**config.mk**
```make
export PLATFORM = sky130hd
export DESIGN_NAME = pcrq_ram
export DESIGN_NICKNAME = d
export VERILOG_FILES = /design/src/rtl/pcrq_ram.sv
export SDC_FILE = /design/constraint.sdc
export NUM_CORES = 1
export LEC_CHECK = 0
export ABC_AREA = 1
export BUFFER_PORTS_ARGS = -buffer_cell sky130_fd_sc_hd__buf_2
export CAP_MARGIN = 10
export CORE_ASPECT_RATIO = 0.8
export CORE_MARGIN = 1.5
export CORE_UTILIZATION = 45
export DETAILED_ROUTE_END_ITERATION = 10
export PLACE_DENSITY = 0.69
export SYNTH_ARGS = -nofsm -noshare
export SYNTH_HDL_FRONTEND = slang
export SYNTH_SLANG_ARGS = --single-unit
```
**constraint.sdc**
```tcl
create_clock -name clk -period 2.6 [get_ports clk]
set_input_delay 0.26 -clock clk [delete_from_list [all_inputs] [get_ports clk]]
set_output_delay 0.26 -clock clk [all_outputs]
set_load 0.05 [all_outputs]
```
**src/rtl/pcrq_ram.sv**
```systemverilog
module pcrq_ram #(
    parameter int WIDTH = 8,
    parameter int DEPTH = 64
) (
    input  logic                     clk,
    input  logic                     we,
    input  logic [$clog2(DEPTH)-1:0] waddr,
    input  logic [WIDTH-1:0]         wdata,
    input  logic [$clog2(DEPTH)-1:0] raddr,
    output logic [WIDTH-1:0]         rdata
);

    logic [WIDTH-1:0] mem [DEPTH];
    logic [WIDTH-1:0] rdata_reg;

    always_ff @(posedge clk)
    begin
        if (we)
        begin
            mem[waddr] <= wdata;
        end
        rdata_reg <= mem[raddr];
    end

    assign rdata = rdata_reg;

endmodule

```
==> run summary, run 1 <==
sequential power share: 0.542
Starting Density: 0.455
Reg2Reg Setup Slack: 1.26 ns
Int Pwr: 13,300 µW
Simple-Gate Fraction of Synth Area: 0.232
Final Cycle Share: 0.583
worst-path fanout max: 1
initial antenna violation count: 4
Final Slew Violations: 0
cts bufs inserted: 47
worst hold path cell count: 3
post-synthesis xor/xnor area fraction: 0
Seq/Total Area, Yosys: 0.728
Final ANT Viol Nets: 0
Syn Nets: 1,827
largest cells by area after synthesis: edfxtp_1 (72%), nand2_1 (11%), nand3_1 (10%)
switching part of the total: 0.226
maxcap violations: 0
Rel. slew slack: 0.410
hold path start: raddr[5]
die height: 198 µm
P_leak: 0.00867 µW
synthesized cell area: 21,300 µm²
cells after synthesis: 1,805
largest net degree at the start of global routing: 161
layout cells sized above 1: 0.107
Adder-Cell Fraction of Synth Area: 0
Worst Path Arrival: 1.26 ns
CP required: 2.34 ns
DRT iter0 DRCs: 1,863
Total Wirelength: 51.7 mm
die width: 246 µm
cell family with most CP delay: flip-flops
Hold Path Sink: rdata[3]$_DFF_P_
Unique masters post-synth: 16
Worst-path clk slew: 0.07 ns
Ports: 30
main combinational cell family by area after synthesis: simple AND/OR/NAND/NOR gates
Die Footprint: 48,700 µm²
routed length per placed instance: 20.4 µm
Layout Area Growth over Synthesis: 11.9%
Worst R2R Path Depth: 8
YS warnings: 0
CP cell instances: buf_2
Vias/cell: 5.55
#FFs+latches synth: 520
clock latency on the worst-skew pair: 0.57 ns
DRC violations left: 0
GRT Residual Overflow: 0
final setup TNS: 0 ns
H-tree Lvls: 2
CP Capture Type: primary output
Core ar.: 46,900 µm²
Worst Tran Pin Value: 0.885 ns
max incr delay on CP: 0.40 ns
Buffers on Ports: 29
R2R Path End: rdata[4]$_DFF_P_
worst setup path category: reg -> out
hold_ws: 0.0275 ns
# Post-CTS Setup Buffers: 0
clk sinks: 520
RSZ-0062 raised after global routing: no
worst vdd ir: 0.555 mV
first-pass GRT wire length: 78.8 mm
CTS Root Cell: clkbuf_16
vias: 14,100
HP Class: in -> reg
critical path depth: 1
switching power: 3880 µW
Initial DRT Pass Iterations: 6
Final nets: 1,897
maximum clock frequency: 0.660 GHz
outcome: complete, no violations
min Tclk post-route: 1.52 ns
clock power share: 0.392
deepest clock path buffer count: 3
skew final: 0.0175 ns
DP Wirelength: 30.9 mm
Synth top area share: 0.720
area leader, netlist: edfxtp_1
post-synthesis compound-gate area fraction: 0
Largest register FFs: 512
Hold Vio Cnt, Final: 0
syn avg cell area: 11.8 µm²
CP startpoint kind: register
vias in the first global route: 13,100
GRT Total Usage: 0.214
Final setup viols: 0
Worst path slowest cell: dfxtp_1
CP bufs+invs: 1
Power Density: 720 nW/µm²
Routability Congestion: 0.896
standard-cell row count: 71
post-synthesis mux area share: 0
CTS tree: built
Gate power share: 0.067
worst r2r src: mem[55][4]$_DFFE_PP_
-- metrics by stage --
step | cell area (µm²) | utilization | cells | setup slack, ns | power (µW)
6_report | 23900 | 0.509 | 2533 | 1.08 | 17200
5_1_grt | 23900 | 0.509 | 2532 | 1.05 | 17700
4_1_cts | 23900 | 0.509 | 2532 | 1.08 | 17200
3_5_place_dp | 22400 | 0.477 | 2445 | 0.597 | 10600
3_3_place_gp | 22400 | 0.477 | 2445 | 0.637 | 10600
2_1_floorplan | 21300 | - | 1805 | 0.574 | 10200
-- logic make-up after synthesis --
logic type | Yosys count
buffers and inverters | 125
DFF | 520
and+or+nand+nor | 1160
-- tightest hold or removal path, delay by kind of cell --
family	cells	cell delay, ns
simple gates	2	0.13
buf+inv	1	0.16
-- worst max path at each step --
| stage | startpoint | end | slack (ns) |
|---|---|---|---|
| global placement | waddr[3] | mem[23][7]$_DFFE_PP_ | 0.64 |
| CTS | rdata[0]$_DFF_P_ | rdata[0] | 1.08 |
| floorplan | we | mem[48][0]$_DFFE_PP_ | 0.57 |
| global route | rdata[2]$_DFF_P_ | rdata[2] | 1.05 |
| detailed placement | waddr[3] | mem[23][6]$_DFFE_PP_ | 0.60 |
| finish | rdata[1]$_DFF_P_ | rdata[1] | 1.08 |
-- cells in the final DEF (no fill, tap or decap), types with 11 or more instances in the layout --
cell	synthesis	final
nand2_1	648	648
edfxtp_1	512	512
nand3_1	439	439
buf_4	14	94
nor2_1	56	56
clkbuf_16	0	49
buf_2	37	27
clkinv_1	0	11
clkinv_2	0	11
buf_12	0	11
-- synthesized netlist by cell type (all sizes together) --
master and n:
nor4 8, clkbuf 15, nand2 648, dfxtp 8
nand3 439, edfxtp 512, nand4 9, inv 12
nor2 56, buf 98
-- area by class of cell --
type	instances	area, µm²
Inverter	12	52.6
Clock buffer	56	1250
Antenna cell	1	2.50
Clock inverter	30	224
Sequential cell	520	15500
Multi-Input combinational cell	1160	4950
Tap cell	620	776
Fill cell	3961	23000
Timing Repair Buffer	134	1080
-- per-layer routing --
| metal | up-vias | share of wire | track usage |
|---|---|---|---|
| li1 | 6485 | - | - |
| met1 | 6859 | 0.43 | 0.318 |
| met4 | 4 | 0.022 | 0.0537 |
| met5 | - | 0.00048 | 0 |
| met2 | 635 | 0.46 | 0.331 |
| met3 | 84 | 0.091 | 0.0344 |
-- power groups by stage --
stage	logic [µW]	clock network, µW	registers [µW]
after CTS	1140	6790	9300
after detailed placement	1130	0	9480
after floorplan	652	0	9530
final	1140	6730	9300
after global routing	1240	7140	9300
after global placement	1110	0	9480
-- what timing repair did --
action,4_1_cts,5_1_grt
gates resized for setup,0,0
hold buffers,1,0
hold endpoints to repair,6,0
(Power assumes the default switching activity.)
==> run 2, diff against run 1 <==
clock period = 1.5 ns   (was 2.6 ns; I/O delays follow)
==> run 2 against run 1 <==
Against the previous run: final cell count grew 2.5%; first-iteration DRC count down 4.7%; sequential share of layout area is 2.7 points lower; setup slack got worse by 1.0 ns; sequential power is 73% higher; largest cell class unchanged; largest power group unchanged.
==> run summary, run 2 (synthesis gave the netlist of run 1 again) <==
outcome: complete, no violations
Buffers on Ports: 29 (unchanged)
Largest register FFs: 512 (unchanged)
initial antenna violation count: 1 (-3)
busiest grt layer: met1
routed length per placed instance: 20.4 µm (+0.20%)
Worst-path clk slew: 0.07 ns (about the same)
layout cells sized above 1: 0.151 (+0.0441)
Worst Tran Pin Value: 0.825 ns (-0.0599 ns)
worst hold path cell count: 1 (-2)
GRT Total Usage: 0.223 (+0.00834)
worst r2r src: mem[35][2]$_DFFE_PP_
HP Class: in -> reg
most frequent cells in the layout: nand2_1 (648), edfxtp_1 (512), nand3_1 (437), buf_4 (122)
fin cells: 2,596 (+2.5%)
Rel. slew slack: 0.450 (+0.0399)
vias: 14,400 (+2.1%)
DRC violations left: 0 (unchanged)
maximum clock frequency: 0.694 GHz
CP cell instances: buf_2
CTS tree: built
max incr delay on CP: 0.41 ns (about the same)
CTS Root Cell: clkbuf_16
CP Capture Type: primary output
first-pass GRT wire length: 82.2 mm (+4.3%)
worst vdd ir: 0.858 mV (+55%)
Power Density: 1190 nW/µm² (+65%)
final setup TNS: 0 ns (unchanged)
worst setup path category: reg -> out
deepest clock path buffer count: 3 (unchanged)
Final ANT Viol Nets: 0 (unchanged)
P_leak: 0.00908 µW (+4.7%)
maxcap violations: 0 (unchanged)
skew final: 0.0219 ns (+0.00433 ns)
vias in the first global route: 13,800 (+6.0%)
largest net degree at the start of global routing: 73 (-55%)
Cell Area, Placed: 23,500 µm² (+4.9%)
Hold Path Sink: mem[47][6]$_DFFE_PP_
Final Slew Violations: 0 (unchanged)
Ports: 30 (unchanged)
Routability Congestion: 0.878 (-2.0%)
RSZ-0062 raised after global routing: no
Final setup viols: 0 (unchanged)
total power: 29,600 µW (+72%)
Vias/cell: 5.53 (-0.36%)
H-tree Lvls: 2 (unchanged)
cts bufs inserted: 47 (unchanged)
Hold Vio Cnt, Final: 0 (unchanged)
Final Cycle Share: 0.960
cell family with most CP delay: flip-flops
worst-path fanout max: 1 (unchanged)
R2R Path End: rdata[2]$_DFF_P_
Starting Density: 0.455 (unchanged)
# diodes: 0 (-1)
DRT iter0 DRCs: 1,775 (-4.7%)
GR Util met1: 0.330 (+0.0123)
Initial DRT Pass Iterations: 5 (-1)
die height: 198 µm (unchanged)
Worst Path Arrival: 1.29 ns (+0.03 ns)
standard-cell row count: 71 (unchanged)
CP startpoint kind: register
Placed Cells: 2,509 (+2.6%)
Final nets: 1,961 (+3.4%)
GRT met2 Usage: 0.328 (-0.00260)
Core ar.: 46,900 µm² (unchanged)
hold path start: wdata[6]
final core area utilization: 0.531 (+0.0220)
Total Wirelength: 53.0 mm (+2.7%)
most common cell after layout, fill and taps aside: nand2_1
Layout Area Growth over Synthesis: 16.7%
min Tclk post-route: 1.44 ns
die width: 246 µm (unchanged)
Worst R2R Path Depth: 8 (unchanged)
met3 GRT Util: 0.0493 (+0.0149)
DP Wirelength: 33.4 mm (+8.1%)
Die Footprint: 48,700 µm² (unchanged)
CP required: 1.35 ns (-0.99 ns)
Worst path slowest cell: dfxtp_1
CP bufs+invs: 1 (unchanged)
GRT Residual Overflow: 0 (unchanged)
post-route cell area: 24,900 µm² (+4.3%)
clock latency on the worst-skew pair: 0.58 ns (about the same)
clk sinks: 520 (unchanged)
Reg2Reg Setup Slack: 0.07 ns (-1.19 ns)
==> run 2: cell count changes in the layout (fill, tap and decap cells not counted), moves of 4 or more <==
| cell | change |
|---|---|
| buf_12 | +36 |
| buf_4 | +28 |
| nor2_1 | -28 |
| nor2_2 | +23 |
| nor4_1 | -8 |
| clkbuf_1 | +6 |
| clkinv_2 | -6 |
| nor4_2 | +6 |
| clkinv_1 | +5 |
| nor2_4 | +5 |
| clkinvlp_4 | -4 |
==> run 2: worst max path at each step <==
stage,cells after the start,slack (ns),from,to
6_report,1,0.06,rdata[5]$_DFF_P_,rdata[5]
5_1_grt,8,0.001,mem[35][2]$_DFFE_PP_,rdata[2]$_DFF_P_
4_1_cts,1,0.04,rdata[5]$_DFF_P_,rdata[5]
3_5_place_dp,12,-0.24,raddr[0],rdata[7]$_DFF_P_
3_3_place_gp,12,-0.24,raddr[0],rdata[7]$_DFF_P_
2_1_floorplan,3,-0.20,we,mem[48][0]$_DFFE_PP_
==> run 2: stage by stage <==
step	hold slack [ns]	setup WS, ns
after floorplan	0.249	-0.203
after global placement	0.557	-0.238
after detailed placement	0.568	-0.236
after CTS	0.0771	0.0429
after global routing	0.0831	0.00117
final	0.0882	0.0600
==> run 2: area by class of cell <==
class                      instances  area [µm²]
clock buffer                      60        1220
clock inverter                    26         171
fill                            3930       22000
inverter                          12        61.3
multi-input combinational       1160        5120
sequential                       520       15500
tap                              620         776
timing repair buffer             198        2010
==> run 2: metal layers <==
metal  vias up  wire length, µm
li1       6621                -
met1      6936            22800
met2       703            23200
met3       103             5600
met4         2             1440
met5         -               10
==> run 2: power breakdown <==
part           internal [µW]  leakage [µW]  switching, µW
registers              16100       0.00467           45.7
clock network           6110      0.000681           5130
logic                    695       0.00372           1570
total                  22900       0.00908           6750
==> run 2: repair_timing <==
item,CTS,global route
setup buffers,0,0
setup endpoints to repair,0,2
endpoints found under the hold margin,5,0
hold buffers,1,0
gates resized for setup,0,2
